[config.mk]
export PLATFORM = sky130hd
export DESIGN_NAME = periodic_release_selector_flat
export DESIGN_NICKNAME = d
export VERILOG_FILES = /design/src/design/prs_pkg.sv /design/src/design/prs_req_if.sv /design/src/design/prs_rsp_if.sv /design/src/design/periodic_release_selector.sv /design/src/design/prs_ctrl.sv /design/src/design/prs_datapath.sv /design/src/flat_wrapper.sv
export SDC_FILE = /design/constraint.sdc
export NUM_CORES = 2
export LEC_CHECK = 0
export BUFFER_PORTS_ARGS = -buffer_cell sky130_fd_sc_hd__buf_4
export CAP_MARGIN = 15
export CORE_UTILIZATION = 58
export CTS_CLUSTER_SIZE = 20
export DETAILED_ROUTE_END_ITERATION = 8
export PLACE_DENSITY = 0.84
export SLEW_MARGIN = 20
export SYNTH_ARGS = -nofsm -noshare
export SYNTH_HDL_FRONTEND = slang
export SYNTH_SLANG_ARGS = --single-unit
[constraint.sdc]
create_clock -name clk -period 11.05 [get_ports clk]
set_input_delay 0.5525 -clock clk [delete_from_list [all_inputs] [get_ports clk]]
set_output_delay 0.5525 -clock clk [all_outputs]
set_load 0.05 [all_outputs]
[src/design/prs_pkg.sv]
// Shared types and constants for the periodic release selector.
package prs_pkg;

    localparam int NUM_TASKS_DEF = 8;
    localparam int TICK_W        = 32;
    localparam int INDEX_W       = 3;

    localparam logic [TICK_W-1:0] TICK_MAX = '1;

    typedef enum logic
    {
        FUNC_LOAD   = 1'b0,
        FUNC_SELECT = 1'b1
    } func_t;

    typedef struct packed
    {
        logic load;
        logic start;
        logic issue;
        logic commit;
    } prs_cmd_t;

    typedef struct packed
    {
        logic scan_last;
        logic pipe_idle;
    } prs_status_t;

endpackage

[src/design/prs_req_if.sv]
// Request channel carrying load and select beats.
interface prs_req_if;
    import prs_pkg::*;

    logic                valid;
    logic                ready;
    logic                func;
    logic [INDEX_W-1:0]  entry_index;
    logic [TICK_W-1:0]   period_ticks;
    logic [TICK_W-1:0]   phase_ticks;
    logic [TICK_W-1:0]   deadline_ticks;
    logic [TICK_W-1:0]   now_ticks;

    modport source
    (
        output valid, func, entry_index, period_ticks, phase_ticks, deadline_ticks, now_ticks,
        input  ready
    );

    modport sink
    (
        input  valid, func, entry_index, period_ticks, phase_ticks, deadline_ticks, now_ticks,
        output ready
    );

endinterface

[src/design/prs_rsp_if.sv]
// Response channel carrying the selected release beat.
interface prs_rsp_if;
    import prs_pkg::*;

    logic                valid;
    logic                ready;
    logic [INDEX_W-1:0]  chosen_index;
    logic [TICK_W-1:0]   wait_ticks;
    logic [TICK_W-1:0]   chosen_deadline;
    logic                none_valid;

    modport source
    (
        output valid, chosen_index, wait_ticks, chosen_deadline, none_valid,
        input  ready
    );

    modport sink
    (
        input  valid, chosen_index, wait_ticks, chosen_deadline, none_valid,
        output ready
    );

endinterface

[src/design/periodic_release_selector.sv]
// Periodic release selector: a load beat writes one table entry and leaves the block ready;
// a select beat feeds one table entry per cycle into a 5-stage read, multiply, saturate,
// subtract and compare pipeline, waits for the pipeline to empty, then commits one result.
// A new request is taken the cycle after the previous select has committed; a commit waits
// while the previous result is still held by a low ready.
// Reset clears all entry valid bits; table contents are undefined until loaded.
module periodic_release_selector #(
    parameter int NUM_TASKS = prs_pkg::NUM_TASKS_DEF
)
(
    input  logic   clk,
    input  logic   rst_n,
    prs_req_if.sink   req,
    prs_rsp_if.source rsp
);
    import prs_pkg::*;

    prs_cmd_t    cmd;
    prs_status_t status;

    prs_ctrl u_ctrl
    (
        .clk       (clk),
        .rst_n     (rst_n),
        .req_valid (req.valid),
        .req_func  (req.func),
        .req_ready (req.ready),
        .rsp_valid (rsp.valid),
        .rsp_ready (rsp.ready),
        .cmd       (cmd),
        .status    (status)
    );

    prs_datapath #(
        .NUM_TASKS (NUM_TASKS)
    ) u_datapath
    (
        .clk             (clk),
        .rst_n           (rst_n),
        .cmd             (cmd),
        .status          (status),
        .entry_index     (req.entry_index),
        .period_ticks    (req.period_ticks),
        .phase_ticks     (req.phase_ticks),
        .deadline_ticks  (req.deadline_ticks),
        .now_ticks       (req.now_ticks),
        .chosen_index    (rsp.chosen_index),
        .wait_ticks      (rsp.wait_ticks),
        .chosen_deadline (rsp.chosen_deadline),
        .none_valid      (rsp.none_valid)
    );

endmodule

[src/design/prs_ctrl.sv]
// Control state machine that sequences loads, table scans and result commits.
module prs_ctrl
(
    input  logic                  clk,
    input  logic                  rst_n,
    input  logic                  req_valid,
    input  logic                  req_func,
    output logic                  req_ready,
    output logic                  rsp_valid,
    input  logic                  rsp_ready,
    output prs_pkg::prs_cmd_t     cmd,
    input  prs_pkg::prs_status_t  status
);
    import prs_pkg::*;

    typedef enum logic [1:0]
    {
        ST_IDLE,
        ST_SCAN,
        ST_DRAIN,
        ST_COMMIT
    } state_t;

    state_t state_reg;
    state_t state_next;
    logic   rsp_valid_reg;
    logic   rsp_valid_next;
    logic   accept;

    assign req_ready = (state_reg == ST_IDLE);
    assign accept    = req_valid && req_ready;
    assign rsp_valid = rsp_valid_reg;

    always_comb
    begin
        state_next = state_reg;
        cmd        = '0;
        unique case (state_reg)
            ST_IDLE:
            begin
                if (accept)
                begin
                    if (req_func == FUNC_SELECT)
                    begin
                        cmd.start  = 1'b1;
                        state_next = ST_SCAN;
                    end
                    else
                    begin
                        cmd.load = 1'b1;
                    end
                end
            end
            ST_SCAN:
            begin
                cmd.issue = 1'b1;
                if (status.scan_last)
                begin
                    state_next = ST_DRAIN;
                end
            end
            ST_DRAIN:
            begin
                if (status.pipe_idle)
                begin
                    state_next = ST_COMMIT;
                end
            end
            ST_COMMIT:
            begin
                if (!rsp_valid_reg || rsp_ready)
                begin
                    cmd.commit = 1'b1;
                    state_next = ST_IDLE;
                end
            end
        endcase

        if (cmd.commit)
        begin
            rsp_valid_next = 1'b1;
        end
        else if (rsp_ready)
        begin
            rsp_valid_next = 1'b0;
        end
        else
        begin
            rsp_valid_next = rsp_valid_reg;
        end
    end

    always_ff @(posedge clk or negedge rst_n)
    begin
        if (!rst_n)
        begin
            state_reg     <= ST_IDLE;
            rsp_valid_reg <= 1'b0;
        end
        else
        begin
            state_reg     <= state_next;
            rsp_valid_reg <= rsp_valid_next;
        end
    end

    a_commit_after_drain: assert property (@(posedge clk) disable iff (!rst_n)
        cmd.commit |-> status.pipe_idle)
        else $error("Result committed while the scan pipeline still held entries.");

endmodule

[src/design/prs_datapath.sv]
// Task tables, release-time pipeline, earliest-wait tracker and result register.
module prs_datapath #(
    parameter int NUM_TASKS = prs_pkg::NUM_TASKS_DEF
)
(
    input  logic                          clk,
    input  logic                          rst_n,
    input  prs_pkg::prs_cmd_t             cmd,
    output prs_pkg::prs_status_t          status,
    input  logic [prs_pkg::INDEX_W-1:0]   entry_index,
    input  logic [prs_pkg::TICK_W-1:0]    period_ticks,
    input  logic [prs_pkg::TICK_W-1:0]    phase_ticks,
    input  logic [prs_pkg::TICK_W-1:0]    deadline_ticks,
    input  logic [prs_pkg::TICK_W-1:0]    now_ticks,
    output logic [prs_pkg::INDEX_W-1:0]   chosen_index,
    output logic [prs_pkg::TICK_W-1:0]    wait_ticks,
    output logic [prs_pkg::TICK_W-1:0]    chosen_deadline,
    output logic                          none_valid
);
    import prs_pkg::*;

    localparam int IDX_W  = (NUM_TASKS > 1) ? $clog2(NUM_TASKS) : 1;
    localparam int PROD_W = 2 * TICK_W;

    logic [TICK_W-1:0]    period_mem   [NUM_TASKS];
    logic [TICK_W-1:0]    phase_mem    [NUM_TASKS];
    logic [TICK_W-1:0]    deadline_mem [NUM_TASKS];
    logic [TICK_W-1:0]    count_mem    [NUM_TASKS];
    logic [NUM_TASKS-1:0] valid_reg;

    logic [IDX_W-1:0]  load_addr;
    logic              load_ok;
    logic [IDX_W-1:0]  scan_idx_reg;
    logic [TICK_W-1:0] now_reg;

    logic              s1_q, s2_q, s3_q, s4_q;
    logic              s1_v, s2_v, s3_v, s4_v;
    logic [IDX_W-1:0]  s1_idx_reg, s2_idx_reg, s3_idx_reg, s4_idx_reg;
    logic [TICK_W-1:0] rd_period_reg, rd_phase_reg, rd_deadline_reg, rd_count_reg;
    logic [PROD_W-1:0] prod_reg;
    logic [TICK_W-1:0] s2_phase_reg, s2_deadline_reg, s2_count_reg;
    logic [TICK_W-1:0] s3_rel_reg, s3_deadline_reg, s3_count_reg;
    logic [TICK_W-1:0] s4_wait_reg, s4_deadline_reg, s4_count_reg;
    logic [PROD_W:0]   rel_sum;
    logic [TICK_W-1:0] rel_sat;
    logic [TICK_W-1:0] wait_next;

    logic              found_reg;
    logic              better;
    logic [IDX_W-1:0]  best_idx_reg;
    logic [TICK_W-1:0] best_wait_reg, best_deadline_reg, best_count_reg;
    logic [TICK_W-1:0] count_inc;

    assign load_addr = IDX_W'(entry_index);
    assign load_ok   = int'(entry_index) < NUM_TASKS;

    assign status.scan_last = (scan_idx_reg == IDX_W'(NUM_TASKS - 1));
    assign status.pipe_idle = !(s1_q || s2_q || s3_q || s4_q);

    always_ff @(posedge clk)
    begin
        if (cmd.load && load_ok)
        begin
            period_mem[load_addr]   <= period_ticks;
            phase_mem[load_addr]    <= phase_ticks;
            deadline_mem[load_addr] <= deadline_ticks;
        end
    end

    always_ff @(posedge clk)
    begin
        if (cmd.load && load_ok)
        begin
            count_mem[load_addr] <= '0;
        end
        else if (cmd.commit && found_reg)
        begin
            count_mem[best_idx_reg] <= count_inc;
        end
    end

    always_ff @(posedge clk)
    begin
        rd_period_reg   <= period_mem[scan_idx_reg];
        rd_phase_reg    <= phase_mem[scan_idx_reg];
        rd_deadline_reg <= deadline_mem[scan_idx_reg];
        rd_count_reg    <= count_mem[scan_idx_reg];
        s1_idx_reg      <= scan_idx_reg;
    end

    always_comb
    begin
        rel_sum   = {1'b0, prod_reg} + (PROD_W + 1)'(s2_phase_reg);
        rel_sat   = (|rel_sum[PROD_W:TICK_W]) ? TICK_MAX : rel_sum[TICK_W-1:0];
        wait_next = (s3_rel_reg > now_reg) ? (s3_rel_reg - now_reg) : '0;
        better    = s4_v && (!found_reg || (s4_wait_reg < best_wait_reg));
        count_inc = (best_count_reg == TICK_MAX) ? best_count_reg
                                                 : best_count_reg + TICK_W'(1);
    end

    always_ff @(posedge clk)
    begin
        prod_reg        <= PROD_W'(rd_period_reg) * PROD_W'(rd_count_reg);
        s2_phase_reg    <= rd_phase_reg;
        s2_deadline_reg <= rd_deadline_reg;
        s2_count_reg    <= rd_count_reg;
        s2_idx_reg      <= s1_idx_reg;

        s3_rel_reg      <= rel_sat;
        s3_deadline_reg <= s2_deadline_reg;
        s3_count_reg    <= s2_count_reg;
        s3_idx_reg      <= s2_idx_reg;

        s4_wait_reg     <= wait_next;
        s4_deadline_reg <= s3_deadline_reg;
        s4_count_reg    <= s3_count_reg;
        s4_idx_reg      <= s3_idx_reg;

        if (cmd.start)
        begin
            now_reg <= now_ticks;
        end

        if (better)
        begin
            best_idx_reg      <= s4_idx_reg;
            best_wait_reg     <= s4_wait_reg;
            best_deadline_reg <= s4_deadline_reg;
            best_count_reg    <= s4_count_reg;
        end

        if (cmd.commit)
        begin
            if (found_reg)
            begin
                chosen_index    <= INDEX_W'(best_idx_reg);
                wait_ticks      <= best_wait_reg;
                chosen_deadline <= best_deadline_reg;
                none_valid      <= 1'b0;
            end
            else
            begin
                chosen_index    <= '0;
                wait_ticks      <= '0;
                chosen_deadline <= '0;
                none_valid      <= 1'b1;
            end
        end
    end

    always_ff @(posedge clk or negedge rst_n)
    begin
        if (!rst_n)
        begin
            valid_reg    <= '0;
            scan_idx_reg <= '0;
            found_reg    <= 1'b0;
            s1_q         <= 1'b0;
            s2_q         <= 1'b0;
            s3_q         <= 1'b0;
            s4_q         <= 1'b0;
            s1_v         <= 1'b0;
            s2_v         <= 1'b0;
            s3_v         <= 1'b0;
            s4_v         <= 1'b0;
        end
        else
        begin
            if (cmd.load && load_ok)
            begin
                valid_reg[load_addr] <= 1'b1;
            end

            if (cmd.start)
            begin
                scan_idx_reg <= '0;
            end
            else if (cmd.issue)
            begin
                scan_idx_reg <= scan_idx_reg + IDX_W'(1);
            end

            if (cmd.start)
            begin
                found_reg <= 1'b0;
            end
            else if (better)
            begin
                found_reg <= 1'b1;
            end

            s1_q <= cmd.issue;
            s2_q <= s1_q;
            s3_q <= s2_q;
            s4_q <= s3_q;
            s1_v <= cmd.issue && valid_reg[scan_idx_reg];
            s2_v <= s1_v;
            s3_v <= s2_v;
            s4_v <= s3_v;
        end
    end

    a_stage_follows: assert property (@(posedge clk) disable iff (!rst_n)
        s4_q |-> $past(s3_q))
        else $error("Last scan stage filled without a beat in the stage before it.");

    a_best_is_loaded: assert property (@(posedge clk) disable iff (!rst_n)
        found_reg |-> valid_reg[best_idx_reg])
        else $error("Best entry tracker points at an entry that was never loaded.");

endmodule
[src/flat_wrapper.sv]
// flat-port wrapper written by rule: the top's interface ports become plain ports
module periodic_release_selector_flat import prs_pkg::*;
#(
    parameter int NUM_TASKS = prs_pkg::NUM_TASKS_DEF
)
  (clk, rst_n, req_valid, req_func, req_entry_index, req_period_ticks, req_phase_ticks, req_deadline_ticks, req_now_ticks, req_ready, rsp_valid, rsp_chosen_index, rsp_wait_ticks, rsp_chosen_deadline, rsp_none_valid, rsp_ready);
  prs_req_if req_i ();
  prs_rsp_if rsp_i ();
  input  logic clk;
  input  logic rst_n;
  input wire logic [$bits(req_i.valid)-1:0] req_valid;
  input wire logic [$bits(req_i.func)-1:0] req_func;
  input wire logic [$bits(req_i.entry_index)-1:0] req_entry_index;
  input wire logic [$bits(req_i.period_ticks)-1:0] req_period_ticks;
  input wire logic [$bits(req_i.phase_ticks)-1:0] req_phase_ticks;
  input wire logic [$bits(req_i.deadline_ticks)-1:0] req_deadline_ticks;
  input wire logic [$bits(req_i.now_ticks)-1:0] req_now_ticks;
  output wire logic [$bits(req_i.ready)-1:0] req_ready;
  output wire logic [$bits(rsp_i.valid)-1:0] rsp_valid;
  output wire logic [$bits(rsp_i.chosen_index)-1:0] rsp_chosen_index;
  output wire logic [$bits(rsp_i.wait_ticks)-1:0] rsp_wait_ticks;
  output wire logic [$bits(rsp_i.chosen_deadline)-1:0] rsp_chosen_deadline;
  output wire logic [$bits(rsp_i.none_valid)-1:0] rsp_none_valid;
  input wire logic [$bits(rsp_i.ready)-1:0] rsp_ready;
  assign req_i.valid = req_valid;
  assign req_i.func = req_func;
  assign req_i.entry_index = req_entry_index;
  assign req_i.period_ticks = req_period_ticks;
  assign req_i.phase_ticks = req_phase_ticks;
  assign req_i.deadline_ticks = req_deadline_ticks;
  assign req_i.now_ticks = req_now_ticks;
  assign req_ready = req_i.ready;
  assign rsp_valid = rsp_i.valid;
  assign rsp_chosen_index = rsp_i.chosen_index;
  assign rsp_wait_ticks = rsp_i.wait_ticks;
  assign rsp_chosen_deadline = rsp_i.chosen_deadline;
  assign rsp_none_valid = rsp_i.none_valid;
  assign rsp_i.ready = rsp_ready;
  periodic_release_selector #(.NUM_TASKS(NUM_TASKS)) u_core (.clk(clk), .rst_n(rst_n), .req(req_i), .rsp(rsp_i));
endmodule
### Word level (Yosys, flattened, before mapping)

Memories as Yosys holds them, arrays and structs flattened. A register that Yosys moved wholly into a read port is not among the register bits.
Cells that the tools add are included.

| word-level totals | value |
|---|---|
| memories | 4 |
| input port bits | 136 |
| flip-flop bits (word level) | 586 |
| output and inout port bits | 70 |
| logic and storage cells | 113 |
| bits in writable memories | 1024 |

Memory list:

| memory | words | bits a word | rd ports | clocked after Yosys merged registers in | wr ports | line | text |
|---|---|---|---|---|---|---|---|
| u_core.u_datapath.count_mem | 8 | 32 | 1 | 1 | 1 | prs_datapath.sv:28 | `logic [TICK_W-1:0] count_mem [NUM_TASKS];` |
| u_core.u_datapath.deadline_mem | 8 | 32 | 1 | 1 | 1 | prs_datapath.sv:27 | `logic [TICK_W-1:0] deadline_mem [NUM_TASKS];` |
| u_core.u_datapath.period_mem | 8 | 32 | 1 | 1 | 1 | prs_datapath.sv:25 | `logic [TICK_W-1:0] period_mem [NUM_TASKS];` |
| u_core.u_datapath.phase_mem | 8 | 32 | 1 | 1 | 1 | prs_datapath.sv:26 | `logic [TICK_W-1:0] phase_mem [NUM_TASKS];` |

| operators by class | value |
|---|---|
| eq/ne operators | 10 |
| muxes and demuxes | 33 |
| order comparisons | 5 |
| add/subtract/negate cells | 4 |
| reductions and logical operators | 19 |
| multiply operators | 1 |
| bitwise logic cells | 1 |

Operator list:

| cell | number |
|---|---|
| $add A64 B32 Y65 | 1 |
| $mul A32 B32 Y64 | 1 |
| $mux W32 | 2 |
| $reduce_or A33 Y1 | 1 |
| $add A32 B1 Y32 const B | 1 |
| $eq A32 B32 Y1 const B | 1 |
| $gt A32 B32 Y1 | 1 |
| $lt A32 B32 Y1 | 1 |
| $reduce_or A32 Y1 | 1 |
| $sub A32 B32 Y32 | 1 |
| $mux W1 | 18 |
| $mux W2 | 7 |
| $mux W3 | 3 |
| $lt A3 B4 Y1 const B | 2 |
| $or A8 B8 Y8 | 1 |
| $pmux W2 S4 | 1 |
| $ne A2 B2 Y1 const B | 3 |
| $reduce_bool A2 Y1 | 3 |
| $logic_and A1 B1 Y1 | 5 |
| $logic_or A1 B1 Y1 | 5 |
| $reduce_and A5 Y1 | 1 |
| $eq A2 B2 Y1 const B | 2 |
| $ne A2 B1 Y1 const B | 2 |
| $add A3 B1 Y3 const B | 1 |
| other kinds (7) | 8 |

### Longest topological paths before layout

| logic depth | value |
|---|---|
| depth in word-level cells | 10 |
| gate-level depth with buffers | 29 |
| depth with buffers taken out | 27 |

### By module

From an unflattened synthesis, not the netlist that was laid out.

| second synthesis, totals | value |
|---|---|
| cell total of the unflattened synthesis | 7033 |
| area total of the unflattened synthesis | 95496.6 um2 |

By module, submodules not included:

| module | times used | area each (um2) | cells each | seq. area each (um2) |
|---|---|---|---|---|
| prs_datapath | 1 | 95228.8 | 7009 | 47075.1 |
| prs_ctrl | 1 | 267.8 | 24 | 75.1 |

### Worst setup path before layout

Ideal clock, no wire load.

| timing | value |
|---|---|
| path type | register to register |
| start | reg u_core.u_ctrl.state_reg[0] |
| end | reg u_core.u_datapath.valid_reg[0] |
| arrival time | 11.485 ns |
| library setup time | 0.124 ns |
| required time | 10.926 ns |
| cell stages (with the launch flop) | 8 |
| path slack | -0.559 ns |
| clock period less this slack | 11.609 ns |
| buffers on the path | 1 |
| cell sequence | dfrtp_1 -> inv_1 -> ha_1 -> nand2_1 -> or2_2 -> clkbuf_1 -> nor4_1 -> or2_2 |

| between the ends | value |
|---|---|
| cells in the longest elaborated chain, start to end | 4 |

Ends and longest elaborated chain:

| what | line | text |
|---|---|---|
| from (decl) | prs_ctrl.sv:24 | `state_t state_reg;` |
| from (signal assigned) | prs_ctrl.sv:102 | `state_reg <= state_next;` |
| $logic_not A2 Y1 * | prs_ctrl.sv:30 | `assign req_ready = (state_reg == ST_IDLE);` |
| named net req_ready | flat_wrapper.sv:18 | `output wire logic [$bits(req_i.ready)-1:0] req_ready;` |
| $logic_and A1 B1 Y1 | prs_ctrl.sv:31 | `assign accept = req_valid && req_ready;` |
| $mux W2 | prs_ctrl.sv:41 | `if (accept)` |
| $mux W2 * | prs_ctrl.sv:38 | `unique case (state_reg)` |
| to (signal assigned) | prs_datapath.sv:155 | `valid_reg <= '0;` |
| to (signal, indexed assignment) | prs_datapath.sv:171 | `valid_reg[load_addr] <= 1'b1;` |
| to (decl) | prs_datapath.sv:29 | `logic [NUM_TASKS-1:0] valid_reg;` |

Mark *: on every way through the listed nets, which the timed path passes. The rest lies on a longest branch.
A chain may end at the register's enable or synchronous reset.

### Worst setup path after layout

| timing | value |
|---|---|
| start | reg u_core.u_datapath.rd_period_reg[6], read port of u_core.u_datapath.period_mem |
| end | reg u_core.u_datapath.prod_reg[57] |

| between the ends | value |
|---|---|
| cells in the longest elaborated chain, start to end | 1 |

Ends and longest elaborated chain:

| what | line | text |
|---|---|---|
| from (decl) | prs_datapath.sv:39 | `logic [TICK_W-1:0] rd_period_reg, rd_phase_reg, rd_deadline_reg, rd_count_reg;` |
| $mul A32 B32 Y64 | prs_datapath.sv:103 | `prod_reg <= PROD_W'(rd_period_reg) * PROD_W'(rd_count_reg);` |
| to (signal assigned) | prs_datapath.sv:103 |  |
| to (decl) | prs_datapath.sv:40 | `logic [PROD_W-1:0] prod_reg;` |

No other way between the ends.

==> out/metrics.cfg <==
[yosys]
syn_area_um2=95900
synth-edff-count=1223
synth.net_count=8564
ys.flop_type=edfxtp_1
ys_types=84
synthCells=7165
yosysSeqAreaShare_pct=49.1
yosys_register_bits=1738
syn_area_per_cell_um2=13.4
yosysWarnings=0
async_flop_share_pct=1.32

[routing]
drt_iter0_markers=6680
drc=0
ant_nets=0
dr.pass1.iters=6
routed_wl_um=255000
avgViaCountPerCell=6.13
via_count=59728
wl_per_cell_um=26.2

[floorplanning]
num_io_pins=206
die_w_um=409
dieArea_um2=167000
initial_core_util_pct=58.7
dieHeight_um=409
rows=148
core_region_area_um2=164000

[setup_path]
start_kind=flip-flop
crit_buf_inv=5
critPathKind=reg2reg
cpMostUsedCell=fa_1
cpPeakStageDelay_ps=910
r2r_slack_ps=2490
cp.arrival_ps=9250
critPathLaunch=u_core.u_datapath.rd_period_reg[6]
critPathRequiredTime_ps=11740
cp-end-kind=flip-flop
cpMaxStageDelayCell=dfxtp_1
worst-path-stages=25
critPathCapture=u_core.u_datapath.prod_reg[57]
cp_max_fo=20
rr_startpoint=u_core.u_datapath.rd_period_reg[6]
path_delay_family=adder cells
worstReg2RegEnd=u_core.u_datapath.prod_reg[57]
reg2reg_depth=25

[timing]
hold_viol=0
worstMarginPinSlew_ps=1190
fin_setup_tns_ps=0
slew_viol_final=0
setup_violations=0
finalCritPeriodShare_pct=77.5
setup_slack_ps=2490
relSlewSlack_pct=20.6
rsz0062_at_grt=false
max_clock_freq_mhz=117
fin_skew_ps=102
whs_ps=73.3
finalCriticalPeriod_ps=8560

[clock_tree]
cts_buffer_depth=3
clock_sinks=1738
cts_buffers=159
cts_root_buf=clkbuf_16
post-cts-setup-buffer-count=0
cts.clk_slew.worst_paths_ps=80
cts.htree.levels=4
cts.repair.resized=0
cts_tree=done
clock_latency_ps=860

[job]
drv_cap=0

[finish]
fin_nets=8820
syn_to_final_growth_pct=11.3
drive_above_1_share_pct=13.4
final_util_pct=65.3

[global_routing]
grt_pass1_wl_um=387000
antenna_found_initial=22
first_global_vias=64715
track_usage_pct=30.9
grt_max_degree=149
gr-total-overflow=0

[hold_path]
hold_class=in2reg

[run_status]
run_status=complete, no violations

[place]
pre_cts_ws_ps=2820
globalplace.congestion=0.966
hpwlAfterDp_um=156000
portBuffers=205

metal layers:
metal	global-route usage, %	vias up	wire, µm
met5	0	-	148
met4	14.9	22	13100
met3	8.37	1012	28300
met2	49.9	4092	122000
met1	38.6	29957	91900
li1	-	24645	-
layout by cell type, fill, tap and decap left out, types with 16 or more instances in the layout:
cell	instances
clkbuf_16	163
and2_1	652
nand3_1	58
clkinv_2	26
a31oi_1	23
clkbuf_8	20
a211oi_1	16
inv_1	970
xnor2_1	79
or2_2	18
a21oi_1	153
fa_1	898
and3_1	24
dfxtp_1	487
nor2_1	205
buf_4	299
nand2_1	570
nand2b_1	27
clkbuf_1	43
mux4_2	258
a21o_1	82
dfrtp_1	20
mux2_2	131
ha_1	365
nor3_1	39
or3_1	19
dlygate4sd3_1	129
xor2_1	62
o21bai_1	24
o21ai_0	97
edfxtp_1	1223
nand4_1	82
worst min-delay path by stage:
| stage | from | endpoint | depth (start not counted) |
|---|---|---|---|
| 6_report | rsp_ready | u_core.u_ctrl.rsp_valid | 3 |
| 5_1_grt | rsp_ready | u_core.u_ctrl.rsp_valid | 3 |
| 4_1_cts | rsp_ready | u_core.u_ctrl.rsp_valid | 3 |
| 3_5_place_dp | u_core.u_datapath.rd_deadline_reg[31] | u_core.u_datapath.s2_deadline_reg[31] | 0 |
| 3_3_place_gp | u_core.u_datapath.rd_deadline_reg[2] | u_core.u_datapath.s2_deadline_reg[2] | 0 |
| 2_1_floorplan | rst_n | u_core.u_ctrl.rsp_valid | 0 |
area by class of cell:
cell class                 instances  area [µm²]
tap                             2175        2720
timing repair buffer             432        3620
inverter                         970        3640
fill                           10731       56800
clock inverter                    72        1030
clock buffer                     226        4520
sequential                      1738       47200
multi-input combinational       4120       44000
antenna                           15        37.5
through the flow:
step | cells | area [µm²]
after floorplan | 7165 | 95900
after global placement | 9306 | 99900
after detailed placement | 9306 | 99900
after CTS | 9733 | 107000
after global routing | 9740 | 107000
final | 9748 | 107000
logic make-up (layout without fill, tap and decap cells):
family,Yosys count,in the layout,synth area share (%)
other cells,0,15,0
xor+xnor,141,141,1.29
mux,399,399,7.70
simple gates,1786,1786,9.59
compound gates,531,531,3.63
flops,1738,1738,49.1
buf+inv,1307,1700,5.14
fa+ha+maj,1263,1263,23.5
synth_stat cells, types with 27 or more instances:
cell | instances | area share (%)
nand2b_1 | 27 | 0.18
clkbuf_1 | 288 | 1.1
nand4_1 | 82 | 0.53
buf_1 | 35 | 0.14
a21oi_1 | 153 | 0.80
edfxtp_1 | 1223 | 38
xor2_1 | 62 | 0.57
nor2_1 | 214 | 0.84
nand3_1 | 58 | 0.30
o21ai_0 | 97 | 0.51
ha_1 | 365 | 4.8
dfxtp_1 | 492 | 10
and2_1 | 656 | 4.3
a21o_1 | 82 | 0.64
fa_1 | 898 | 19
inv_1 | 970 | 3.8
xnor2_1 | 79 | 0.72
mux2_2 | 131 | 1.5
mux4_2 | 258 | 6.1
nand2_1 | 570 | 2.2
nor3_1 | 40 | 0.21
worst min-delay path: stages:
cell and delay [ps]:
buf_4 80, nand2b_1 160, nand2_1 70
timing repair:
item / 4_1_cts / 5_1_grt
hold endpoints to repair: 823 / 0
setup endpoints to repair: 0 / 0
hold buffers: 129 / 0
Power is left out: the tool's default activity adds up to more than one toggle a clock period on the data nets, which glitch-free logic cannot reach.
